--- src/hw/rtl/bmf_pkg.sv ---
// Shared types and constants for the binaural multichannel FIR mixer.
// Used by every module under hw/rtl; depends on nothing else.
package bmf_pkg;

    localparam int SAMPLE_W   = 16;
    localparam int ACTION_W   = 2;
    localparam int SPEAKER_W  = 3;
    localparam int TAP_IN_W   = 9;
    localparam int CFG_DATA_W = 10;
    localparam int CFG_SPK_W  = 4;
    localparam int CFG_TAPS_W = 10;
    localparam int PROD_W     = 2 * SAMPLE_W;

    // Register indexes of the configuration port.
    typedef enum logic {
        CFG_SPEAKERS = 1'b0,
        CFG_TAPS     = 1'b1
    } t_cfg_index;

    typedef enum logic [ACTION_W-1:0] {
        ACT_LOAD   = 2'd0,
        ACT_SAMPLE = 2'd1,
        ACT_CLEAR  = 2'd2
    } t_action;

    typedef enum logic [2:0] {
        ST_CLEAR,
        ST_IDLE,
        ST_MAC,
        ST_DRAIN,
        ST_FINISH
    } t_state;

    // Control from the sequencer to the multiply-accumulate unit.
    typedef struct packed {
        logic clr;     // zero both accumulators
        logic rd_vld;  // memory read data is a term of the sum
    } t_mac_ctrl;

endpackage

--- src/hw/rtl/bmf_mac.sv ---
// Two-lane multiply-accumulate with Q2.30 to Q1.15 rounding and saturation.
// Products are registered before the accumulate. Depends on bmf_pkg.
module bmf_mac
    import bmf_pkg::*;
#(
    parameter int ACC_W = 49
) (
    input  logic                        i_clk,
    input  logic                        i_rst_n,
    input  t_mac_ctrl                   i_ctrl,
    input  logic signed [SAMPLE_W-1:0]  i_coef_l,
    input  logic signed [SAMPLE_W-1:0]  i_coef_r,
    input  logic signed [SAMPLE_W-1:0]  i_hist,
    output logic                        o_busy,
    output logic signed [SAMPLE_W-1:0]  o_left,
    output logic signed [SAMPLE_W-1:0]  o_right,
    output logic                        o_clipped
);

    localparam logic signed [ACC_W-1:0] HALF_LSB = ACC_W'(16384);
    localparam logic signed [ACC_W-1:0] POS_LIM  = ACC_W'(64'd1 << 30);
    localparam logic signed [ACC_W-1:0] NEG_LIM  = -POS_LIM;

    logic signed [PROD_W-1:0] r_prod_l;
    logic signed [PROD_W-1:0] r_prod_r;
    logic                     r_prod_vld;
    logic signed [ACC_W-1:0]  r_acc_l;
    logic signed [ACC_W-1:0]  r_acc_r;
    logic [SAMPLE_W:0]        rs_l;
    logic [SAMPLE_W:0]        rs_r;

    // Returns {saturated, value}; the shift floors, so adding half an LSB rounds half up.
    function automatic logic [SAMPLE_W:0] round_sat(input logic signed [ACC_W-1:0] a);
        logic signed [ACC_W-1:0] r;
        logic signed [ACC_W-1:0] s;
        r = a + HALF_LSB;
        s = r >>> 15;
        if (r >= POS_LIM) begin
            return {1'b1, 16'h7FFF};
        end else if (r < NEG_LIM) begin
            return {1'b1, 16'h8000};
        end else begin
            return {1'b0, s[SAMPLE_W-1:0]};
        end
    endfunction

    always_ff @(posedge i_clk) begin
        r_prod_l <= PROD_W'(i_coef_l * i_hist);
        r_prod_r <= PROD_W'(i_coef_r * i_hist);
        if (!i_rst_n) begin
            r_prod_vld <= 1'b0;
        end else begin
            r_prod_vld <= i_ctrl.rd_vld;
        end
        if (i_ctrl.clr) begin
            r_acc_l <= '0;
            r_acc_r <= '0;
        end else if (r_prod_vld) begin
            r_acc_l <= r_acc_l + ACC_W'(r_prod_l);
            r_acc_r <= r_acc_r + ACC_W'(r_prod_r);
        end
    end

    always_comb begin
        rs_l = round_sat(r_acc_l);
        rs_r = round_sat(r_acc_r);
    end

    assign o_busy    = r_prod_vld;
    assign o_left    = $signed(rs_l[SAMPLE_W-1:0]);
    assign o_right   = $signed(rs_r[SAMPLE_W-1:0]);
    assign o_clipped = rs_l[SAMPLE_W] | rs_r[SAMPLE_W];

endmodule

--- config.mk ---
export PLATFORM = sky130hd
export DESIGN_NAME = bmf_mac
export DESIGN_NICKNAME = d
export VERILOG_FILES = /design/src/hw/rtl/bmf_pkg.sv /design/src/hw/rtl/bmf_mac.sv
export SDC_FILE = /design/constraint.sdc
export NUM_CORES = 2
export LEC_CHECK = 0
export ABC_AREA = 1
export BUFFER_PORTS_ARGS = -buffer_cell sky130_fd_sc_hd__clkbuf_2
export CAP_MARGIN = 5
export CORE_AREA = 4 4 400 205
export CTS_CLUSTER_DIAMETER = 100
export DETAILED_ROUTE_END_ITERATION = 10
export DIE_AREA = 0 0 404 209
export MAX_ROUTING_LAYER = met4
export SLEW_MARGIN = 20
export SYNTH_ARGS = -nofsm -noshare
export SYNTH_HDL_FRONTEND = slang
export SYNTH_SLANG_ARGS = --single-unit
--- constraint.sdc ---
create_clock -name i_clk -period 7.1 [get_ports i_clk]
set_clock_uncertainty 0.1 [all_clocks]
set_input_delay 0 -clock i_clk [delete_from_list [all_inputs] [get_ports i_clk]]
set_output_delay 0 -clock i_clk [all_outputs]
set_load 0.02 [all_outputs]
# Word level (Yosys, flattened, before mapping)
# Index checks and enable logic that the tools add are counted.
# word_totals
input_bits,52
reg_bits,163
output_inout_bits,34
wordCells,20
# classes
n_mul,2
n_lt_le_gt_ge,4
bitwise,1
addsub,4
mux,4
# ops
op,count
$add A49 B16 Y49 const B,2
$add A49 B32 Y49,2
$ge A49 B32 Y1 const B,2
$lt A49 B31 Y1 const B,2
$mux W17,4
$mul A16 B16 Y32,2
$or A1 B1 Y1,1

# Longest topological paths before layout
# depth
ltp_word,5
ltp_mapped,27
depth_no_buf,25

# Worst setup path before layout
# No wires, ideal clock.
# synth_path
path_type,input-to-reg
startpoint,input port i_coef_r[5]
endpoint,register r_prod_r[22]
slack_ps,1633
n_path_buf,2
stages,23
setup_ps,120
t_arrival_ps,5247
cell_sequence,clkbuf_1 -> clkbuf_1 -> nand2_1 -> fa_1 -> inv_1 -> fa_1 -> inv_1 -> fa_1 -> inv_1 -> fa_1 -> fa_1 -> inv_1 -> fa_1 -> inv_1 -> ha_1 -> nand2_1 -> nor2_1 -> inv_1 -> nor3_1 -> a21oi_1 -> o21ai_0 -> a21oi_1 -> xnor2_1
# synth_via
elab_chain_len,1
# synth_rtl
item,line,text
from (decl),bmf_mac.sv:12,"input logic signed [SAMPLE_W-1:0] i_coef_r,"
$mul A16 B16 Y32,bmf_mac.sv:49,r_prod_r <= PROD_W'(i_coef_r * i_hist);
to (signal assigned),bmf_mac.sv:49,
to (decl),bmf_mac.sv:25,logic signed [PROD_W-1:0] r_prod_r;
# Every way passes these cells.
# A chain may end at the register's enable or synchronous reset.

# Worst setup path in the final report
# layout_path
startpoint,input port i_coef_r[0]
endpoint,register r_prod_r[22]
# Same word-level chain as after synthesis.

==> metrics.yaml <==
worst_setup_path:
  reg2reg_from: "r_prod_r[31]"
  cp_top_family: "adder cells"
  cpMostUsedCell: "fa_1"
  cp.required_ns: 7.36
  end_kind: "flip-flop"
  rrSetupSlack_ns: 3.93
  cp.arrival_ns: 6.46
  worst-path-buf-inv: 6
  setup.worst_path.start: "i_coef_r[0]"
  start_kind: "primary input"
  critical_path_class: "primary input to flip-flop"
  r2r-end: "r_acc_r[42]"
  crit_fanout: 16
  slowest_stage: "fa_1"
  path_cells: "dlygate4sd3_1 > clkbuf_2 > or2_2 > fa_1 > fa_1 > inv_1 > fa_1 > fa_1 > fa_1 > inv_1 > fa_1 > inv_1 > ha_1 > nand2_1 > nor2_1 > inv_1 > nor3_1 > a21oi_1 > o21ai_0 > a21oi_1 > xnor2_1"
  reg2reg_depth: 11
  critical-path-max-stage-delay_ns: 0.59
timing:
  drv_slew: 0
  slew_headroom: 0.314
  timing.final.crit_share: 0.872
  max_freq_mhz: 161
  rsz0062_at_grt: "no"
  setup_viol: 0
  tightest_slew_ns: 1.02
  hold_violations: 0
  finalCriticalPeriod_ns: 6.19
  tns_ns: 0
floorplan:
  rows: 73
  io_pins: 86
  die_y_um: 209
  core_area_um2: 78600
  dieArea_um2: 84400
  die_w_um: 404
  start_util: 0.445
clock_network:
  htree_levels: 4
  cts-root-buf: "clkbuf_16"
  worst_setup_hold_path_clk_slew_ns: 0.07
  hold_buffers: 5
  numCtsBuffers: 17
  postCtsSetupBuffers: 0
  clock_path_buffers: 2
  cts_resized: 0
  cts_tree: "done"
  clkSinkCount: 163
  clk-insertion-delay-late_ns: 0.49
synth:
  yosysWarnings: 0
  synthArstFlopShare: 0
  yosysTopAreaCell: "fa_1"
  synth_top_cell_area_share: 0.301
  synthCells: 5115
  synth_flop_cell: "dfxtp_1"
  synth.area.top_cells: "fa_1, inv_1, nand2_1"
  synthesis.nets: 5957
  avgSynthCellArea_um2: 6.83
  ys_types: 40
  syn_area_um2: 34900
  synth-seq-area-share: 0.0934
  synth-edff-count: 0
  synthTopCellsByCount: "inv_1, nand2_1, fa_1"
  synth_most_common_cell: "inv_1"
  yosys_register_bits: 163
drt:
  drt_iter0_markers: 3067
  avgViaCountPerCell: 5.12
  drc: 0
  drtAntennaViolNets: 0
  via_count: 31600
  drtPass1Iterations: 6
  wire_per_inst_um: 18.4
  wirelength_um: 114000
placed_design:
  place.detailed.hpwl_um: 96100
  place_congestion: 1.02
  io_buffer_count: 85
grt:
  antenna_found_initial: 0
  grt_overflow: 0
  grt_first_pass_wirelength_um: 181000
  grt_max_degree: 68
  grt_pass1_vias: 30800
  track_usage: 0.283
hold_path:
  whs_path_depth: 4
  hold_end: "r_prod_l[1]"
  hold_path_class: "primary input to flip-flop"
  worstHoldStart: "i_coef_l[1]"
finish:
  finalNetCount: 5950
  final_util: 0.470
  syn_to_final_growth_pct: 5.74
  diodes: 0
  drive_gt1_frac: 0.0383
  fillers: 8179
flow_run:
  max_cap_violations: 0
status:
  outcome: "completed"
==> flip-flops by register name, indices dropped and copies added (netlist names) <==
register  cells
r_acc_l      49
r_prod_r     32
r_prod_l     32
o_busy        1
r_acc_r      49
==> placed cells by master, fill, tap and decap left out, types with 4 or more instances in the layout <==
cell	n
nor4_1	9
o211ai_1	8
a21oi_1	270
dfxtp_1	162
buf_4	20
a21o_1	11
fa_1	526
a31oi_1	7
nand3_2	10
nand2_1	1260
inv_6	4
o21ai_0	221
a211oi_1	5
dlygate4sd3_1	5
clkbuf_2	84
inv_8	5
nor2_4	7
nor2_2	12
nand4_1	28
o21bai_1	18
nand2_2	9
xnor2_1	43
nor3_1	33
or2_2	12
ha_1	264
nor2_1	461
xor2_1	87
nand3_1	168
o21a_1	14
nand2_4	4
a21boi_0	5
inv_1	1297
o221ai_1	8
clkbuf_16	17
==> how the worst max path moves through the flow <==
stage | endpoint | cells after the start | slack, ns
2_1_floorplan | r_prod_r[22] | 23 | 1.63
3_3_place_gp | r_prod_l[26] | 19 | 0.93
3_5_place_dp | r_prod_r[29] | 17 | 0.93
4_1_cts | r_prod_r[22] | 21 | 1.00
5_1_grt | r_prod_r[22] | 21 | 0.64
6_report | r_prod_r[22] | 21 | 0.91
==> logic make-up after synthesis <==
group                    after synthesis  share of synthesized area
AO/OA/AOI/OAI                        574                     0.0884
AND/OR/NAND/NOR                     2021                      0.234
flip-flops                           163                     0.0934
buffers and inverters               1437                      0.155
XOR/XNOR                             130                     0.0326
adder cells (fa/ha/maj)              790                      0.396
==> cell type report <==
type                            instances  area, µm²  share of cell area
Clock inverter                         15        161             0.00437
Tap cell                             1050       1310              0.0356
Multi-Input combinational cell       3515      26200               0.711
Sequential cell                       163       3270              0.0884
Timing Repair Buffer                  111        646              0.0175
Inverter                             1300       4880               0.132
Clock buffer                           17        425              0.0115
==> per-stage QoR <==
step                hold WS [ns]  cell area [µm²]  std cells  setup WS (ns)
floorplan               -0.00655            34900       5115           1.63
global placement           0.112            36300       6134          0.930
detailed placement        0.0921            36300       6134          0.934
CTS                       0.0607            36900       6171           1.00
global route               0.122            36900       6171          0.640
finish                    0.0870            36900       6171          0.906
==> worst min-delay path, delay by kind of cell <==
kind | cells | cell delay, ns
simple gates | 1 | 0.09
buf+inv | 2 | 0.42
fa+ha+maj | 1 | 0.11
==> per-layer routing <==
metal / GRT usage / vias to the layer above / routed length [µm]
met5: - / - / 0
met4: 0.0294 / 0 / 779
met3: 0.0784 / 58 / 12500
met2: 0.339 / 1276 / 39200
met1: 0.467 / 15100 / 61200
li1: - / 15200 / -
Power is not shown: default switching activity piles up to over one toggle a cycle in this logic, so the estimate is an artifact.
